`config.mk`:
```
export PLATFORM = sky130hd
export DESIGN_NAME = mrc_accum
export DESIGN_NICKNAME = d
export VERILOG_FILES = /design/src/design/mrc_pkg.sv /design/src/design/mrc_accum.sv
export SDC_FILE = /design/constraint.sdc
export NUM_CORES = 1
export LEC_CHECK = 0
export ABC_AREA = 0
export BUFFER_PORTS_ARGS = -buffer_cell sky130_fd_sc_hd__buf_2
export CORE_ASPECT_RATIO = 0.8
export CORE_MARGIN = 2
export CORE_UTILIZATION = 40
export DETAILED_ROUTE_END_ITERATION = 16
export GPL_TIMING_DRIVEN = 0
export SLEW_MARGIN = 15
export SYNTH_ARGS = -nofsm -noshare
export SYNTH_HDL_FRONTEND = slang
export SYNTH_SLANG_ARGS = --single-unit
```
`constraint.sdc`:
```
create_clock -name clk -period 3.6 [get_ports clk]
set_input_delay 0.54 -clock clk [delete_from_list [all_inputs] [get_ports clk]]
set_output_delay 0.54 -clock clk [all_outputs]
set_load 0.05 [all_outputs]
```
`src/design/mrc_pkg.sv`:
```
// ----------------------------------------------------------------------------
// Marker record checker package
// Record layout constants, shared types and the byte-wide CRC-32 update.
// ----------------------------------------------------------------------------
package mrc_pkg;

	localparam int unsigned RECORD_BYTES   = 24;
	localparam int unsigned CRC_SPAN_BYTES = 20;
	localparam int unsigned COUNT_W        = 5;

	localparam logic [COUNT_W-1:0] COUNT_MAX     = 5'd31;
	localparam logic [COUNT_W-1:0] COUNT_RECORD  = 5'(RECORD_BYTES);
	localparam logic [COUNT_W-1:0] COUNT_CRC     = 5'(CRC_SPAN_BYTES);
	localparam logic [COUNT_W-1:0] POS_VERSION   = 5'd4;
	localparam logic [COUNT_W-1:0] POS_SAVE_ID   = 5'd8;
	localparam logic [COUNT_W-1:0] POS_FLAGS     = 5'd16;
	localparam logic [COUNT_W-1:0] POS_CHECKSUM  = 5'd20;

	localparam logic [31:0] MARKER_MAGIC   = 32'h314E_5854;
	localparam logic [31:0] MARKER_VERSION = 32'd1;
	localparam logic [31:0] CRC_POLY       = 32'hEDB8_8320;
	localparam logic [31:0] CRC_INIT       = 32'hFFFF_FFFF;
	localparam logic [31:0] MASK_RESET     = 32'd31;

	typedef struct packed {
		logic [7:0] data_byte;
		logic       last_byte;
	} beat_t;

	typedef struct packed {
		logic        record_valid;
		logic [63:0] save_id;
		logic [31:0] flag_bits;
	} result_t;

	function automatic logic [31:0] crc_byte(input logic [31:0] crc_in, input logic [7:0] b);
		logic [31:0] crc;
		crc = crc_in ^ {24'd0, b};
		for (int k = 0; k < 8; k++) begin
			if (crc[0]) begin
				crc = (crc >> 1) ^ CRC_POLY;
			end else begin
				crc = crc >> 1;
			end
		end
		return crc;
	endfunction

endpackage

```
`src/design/mrc_accum.sv`:
```
// ----------------------------------------------------------------------------
// Marker record checker accumulator
// Collects record fields and the running CRC, and judges the record on its
// last byte.
// ----------------------------------------------------------------------------
module mrc_accum
	import mrc_pkg::*;
(
	input  logic        clk,
	input  logic        arst_n,
	input  logic [31:0] flag_mask,
	input  logic        valid_s1,
	input  beat_t       beat_s1,
	input  logic        out_free,
	output logic        advance,
	output logic        result_load,
	output result_t     result
);

	logic [COUNT_W-1:0] count_q, count_n;
	logic [31:0]        crc_q, crc_n;
	logic [31:0]        magic_q, magic_n;
	logic [31:0]        version_q, version_n;
	logic [63:0]        save_id_q, save_id_n;
	logic [31:0]        flags_q, flags_n;
	logic [31:0]        checksum_q, checksum_n;
	logic [COUNT_W-1:0] pos;
	logic [31:0]        lane32;
	logic [63:0]        lane64;
	logic               ok;

	assign advance     = valid_s1 && (!beat_s1.last_byte || out_free);
	assign result_load = advance && beat_s1.last_byte;
	assign pos         = count_q;
	assign lane32      = {24'd0, beat_s1.data_byte} << {pos[1:0], 3'b000};
	assign lane64      = {56'd0, beat_s1.data_byte} << {pos[2:0], 3'b000};

	always_comb begin
		magic_n    = magic_q;
		version_n  = version_q;
		save_id_n  = save_id_q;
		flags_n    = flags_q;
		checksum_n = checksum_q;
		if (pos < POS_VERSION) begin
			magic_n = magic_q | lane32;
		end else if (pos < POS_SAVE_ID) begin
			version_n = version_q | lane32;
		end else if (pos < POS_FLAGS) begin
			save_id_n = save_id_q | lane64;
		end else if (pos < POS_CHECKSUM) begin
			flags_n = flags_q | lane32;
		end else if (pos < COUNT_RECORD) begin
			checksum_n = checksum_q | lane32;
		end
		crc_n   = (pos < COUNT_CRC) ? crc_byte(crc_q, beat_s1.data_byte) : crc_q;
		count_n = (count_q == COUNT_MAX) ? COUNT_MAX : count_q + 1'b1;
	end

	always_comb begin
		ok = (count_n == COUNT_RECORD) && (magic_n == MARKER_MAGIC)
			&& (version_n == MARKER_VERSION) && (save_id_n != 64'd0)
			&& ((flags_n & ~flag_mask) == 32'd0) && ((crc_n ^ CRC_INIT) == checksum_n);
		result.record_valid = ok;
		result.save_id      = ok ? save_id_n : 64'd0;
		result.flag_bits    = ok ? flags_n : 32'd0;
	end

	always_ff @(posedge clk or negedge arst_n) begin
		if (!arst_n) begin
			count_q    <= '0;
			crc_q      <= CRC_INIT;
			magic_q    <= '0;
			version_q  <= '0;
			save_id_q  <= '0;
			flags_q    <= '0;
			checksum_q <= '0;
		end else if (advance) begin
			if (beat_s1.last_byte) begin
				count_q    <= '0;
				crc_q      <= CRC_INIT;
				magic_q    <= '0;
				version_q  <= '0;
				save_id_q  <= '0;
				flags_q    <= '0;
				checksum_q <= '0;
			end else begin
				count_q    <= count_n;
				crc_q      <= crc_n;
				magic_q    <= magic_n;
				version_q  <= version_n;
				save_id_q  <= save_id_n;
				flags_q    <= flags_n;
				checksum_q <= checksum_n;
			end
		end
	end

endmodule

```
==> out/qor.csv <==
stage,metric,value,unit
run_status,status,"complete, but fails checks",
run_status,failing checks,negative setup slack,
worst_setup_path,Critical Path Sink Type,output port,
detailed_routing,antenna-violating nets left,0,
finish,"commonest non-fill, non-tap cell in the layout",nor2_1,
cts,CTS root buf,clkbuf_16,
worst_setup_path,slowest cell on the critical path,dfrtp_2,
finish,fin nets,2021,
global_routing,vias in the first global route,15370,
global_routing,largest net degree at the start of global routing,93,
power,Pint,0.008173,W
yosys,mux share of post-synthesis cell area,0.4134,%
place,HPWL after DPL,50.69,mm
cts,Worst-path clk slew,0.06,ns
sta,RSZ-0062 raised after global routing,true,
power,Leak,8.586,nW
yosys,compound-cell area share of the yosys netlist,21.65,%
worst_setup_path,Critical Path Fanout Max,10,
place,buffers added on ports,140,
yosys,xor/xnor share of the synthesized area,8.794,%
yosys,number of synthesized flops with an enable pin,0,
yosys,Post-synth ARST share,100.0,%
place,routability cong.,1.008,
yosys,simple-gate share of the synthesized area,23.13,%
detailed_routing,met2 wire length,29.44,mm
sta,Setup TNS,-83.50,ns
power,Power Dens Cells,778.6,nW/um2
detailed_routing,met1 wire length,29.63,mm
place,post-place setup slack,-2.301,ns
worst_setup_path,CP Buf/Inv Count,7,
cts,CTS Buffer Depth,3,
cts,Worst-Skew Late Latency,0.56,ns
worst_setup_path,CP top delay family,buffers and inverters,
worst_setup_path,Setup Crit Path Kind,reg -> out,
sta,Worst Max-Slew Pin Slew,1.236,ns
detailed_routing,total wire length,71.75,mm
yosys,Syn Inst Count,1738,
yosys,dominant synthesized flop cell,dfrtp_1,
worst_setup_path,crit-path cells,"buf_4, buf_4, nor4b_2, buf_2, a21oi_1, o22a_1, o211ai_1, a2111oi_4, nand4_1, nor4_4, buf_12, buf_8, buf_6, and4_4, buf_8",
hold_path,Hold Path Class,in -> reg,
yosys,Yosys reg bits,229,
yosys,Post-Syn Area,14530,um2
sta,"Worst Setup Slack, final",-0.9222,ns
power,Seq pwr share,21.0,%
power,Clock Power Share,17.1,%
sta,Final Setup Violations,99,
floorplan,initial core utilization,40.53,%
global_routing,initial antenna violation count,3,
detailed_routing,DR pass1 iterations,6,
floorplan,DIE HEIGHT,174.5,um
detailed_routing,DR WL/cell,29.03,um
floorplan,Core Area,35840,um2
floorplan,row count,62,
finish,Layout area overhead,35.13,%
sta,fmax,221.1,MHz
finish,most frequent cells in the layout,"nor2_1, a21oi_1, dfrtp_1",
cts,CTS HTree Levels,1,
sta,Final period util,125.6,%
finish,area of the multi-input gates,8836,um2
job,Max Cap Violations,0,
worst_setup_path,Setup crit start kind,register,
sta,Slew headroom,16.99,%
global_routing,grt ovf,0,
worst_setup_path,Critical Path Max Stage Delay,0.48,ns
detailed_routing,initial drt markers,2284,
yosys,syn_area_per_cell,8.358,um2
finish,FILL cells,3335,
finish,register area,5774,um2
power,Comb pwr share,61.9,%
power,switch share,46.53,%
power,P_sw,0.007111,W
global_routing,GRT Total Usage,37.10,%
yosys,largest family of logic cells by synthesized area,simple AND/OR/NAND/NOR gates,
cts,CTS buffer count,25,
global_routing,global-route wire length before repair,103.9,mm
yosys,Ys Warns,0,
detailed_routing,drc violations,0,
detailed_routing,highest routed layer,met5,
floorplan,Die ar.,37870,um2
cts,clk sinks,229,
worst_setup_path,"Arr. time, crit path",3.98,ns
sta,Worst Clk Skew,0.01287,ns
cts,CTS tree,done,
floorplan,I/O Pins,144,
yosys,Post-Synth Adder-Cell Area,0.08613,%
sta,"Hold Violations, Final",0,
yosys,Netlist cell types,74,
detailed_routing,via count,16040,
worst_setup_path,"Req. time, crit path",3.06,ns
sta,minimum clock period,4.522,ns
floorplan,Die Wd,217.1,um
detailed_routing,Via density,6.488,
detailed_routing,Detail Route met3 WL,9.603,mm
yosys,post-synthesis sequential area ratio,39.72,%
sta,max-slew violation count,0,
yosys,syn nets,1784,
finish,share of layout cells above drive strength 1,29.58,%
power,Max IR drop VDD,661.9,uV
## power groups by stage
stage | sequential (W) | combinational, W | clock (W)
floorplan | 0.00314 | 0.00502 | 0
global placement | 0.00323 | 0.00655 | 0
detailed placement | 0.00324 | 0.00731 | 0
CTS | 0.00319 | 0.00853 | 0.00260
global route | 0.00323 | 0.00988 | 0.00270
finish | 0.00321 | 0.00947 | 0.00261
## through the flow
step	total power (W)	util, %	cell area [um2]	cells	hold WS, ns
2_1_floorplan	0.008159	-	14840	1738	0.2444
3_3_place_gp	0.009779	45.05	16140	2358	0.4765
3_5_place_dp	0.01054	45.33	16240	2362	0.4853
4_1_cts	0.01432	53.01	19000	2443	0.4692
5_1_grt	0.01581	54.77	19630	2472	0.4972
6_report	0.01528	54.77	19630	2472	0.4915
## path summary, 6_finish.rpt
| path | start | to | slack (ns) | depth (start not counted) |
|---|---|---|---|---|
| worst max-delay path | count_q[2] | result[30] | -0.92 | 15 |
| worst min-delay path | beat_s1[0] | crc_q[30] | 0.49 | 3 |
| worst max register to register | count_q[2] | crc_q[16] | 0.59 | 10 |
| worst min register to register | magic_q[8] | magic_q[8] | 0.50 | 2 |
| max in group asynchronous | arst_n | flags_q[18] | 1.84 | 4 |
| min in group asynchronous | arst_n | checksum_q[29] | 0.55 | 2 |
## final cells by class
| type | count | share of cell area (%) |
|---|---|---|
| antenna | 1 | 0.01275 |
| clock inverter | 10 | 0.5736 |
| sequential | 229 | 29.42 |
| tap | 480 | 3.059 |
| timing repair buffer | 224 | 12.24 |
| inverter | 42 | 0.8286 |
| buffer | 169 | 5.418 |
| clock buffer | 33 | 3.442 |
| multi-input combinational | 1284 | 45.01 |
## kinds of logic (layout without fill, tap and decap cells)
| family | after synthesis | after routing |
|---|---|---|
| compound gates | 528 | 528 |
| xor+xnor | 99 | 99 |
| fa+ha+maj | 1 | 1 |
| buf+inv | 225 | 478 |
| flops | 229 | 229 |
| mux | 6 | 6 |
| other cells | 0 | 1 |
| simple gates | 650 | 650 |
## sequential cells by signal, summed over array words and instances, names as in the netlist
| signal | flops |
|---|---|
| checksum_q | 32 |
| save_id_q | 64 |
| magic_q | 32 |
| version_q | 32 |
| crc_q | 32 |
| flags_q | 32 |
| count_q | 5 |
## worst reg2reg max path, stage by stage (launching register included)
cell and delay, ns:
dfrtp_2 0.49, buf_4 0.17, o21a_1 0.20, clkbuf_4 0.22, clkbuf_4 0.24, clkbuf_4 0.24
nor2_1 0.65, clkbuf_1 0.40, nand2_1 0.10, o21ai_0 0.10, a21oi_1 0.10
## synthesized netlist by cell type, types with 17 or more instances
cell type,n,area [um2]
a21oi_1,225,1126
a31oi_1,160,1001
and4_1,97,849.6
buf_2,17,85.08
clkbuf_1,140,525.5
dfrtp_1,197,4930
dfstp_2,32,840.8
inv_1,40,150.1
nand2_1,52,195.2
nor2_1,345,1295
nor3_1,22,110.1
nor4_1,33,206.5
o21ai_0,34,170.2
o22ai_1,22,137.6
xnor2_1,49,429.2
xor2_1,19,166.4
## per-layer routing
metal / up-vias / global-route usage, %
li1: 6788 / -
met1: 7937 / 53.04
met2: 1115 / 53.10
met3: 197 / 10.83
met4: 2 / 13.21
met5: - / 0
## timing repair
action,CTS,global route
endpoints found under the hold margin,41,0
pin swaps,36,59
cloned,4,1
resized for setup,446,145
endpoints found under the setup margin,154,108
hold buffers,1,0
setup buffers,41,35
Power figures use the tool's default switching activity.
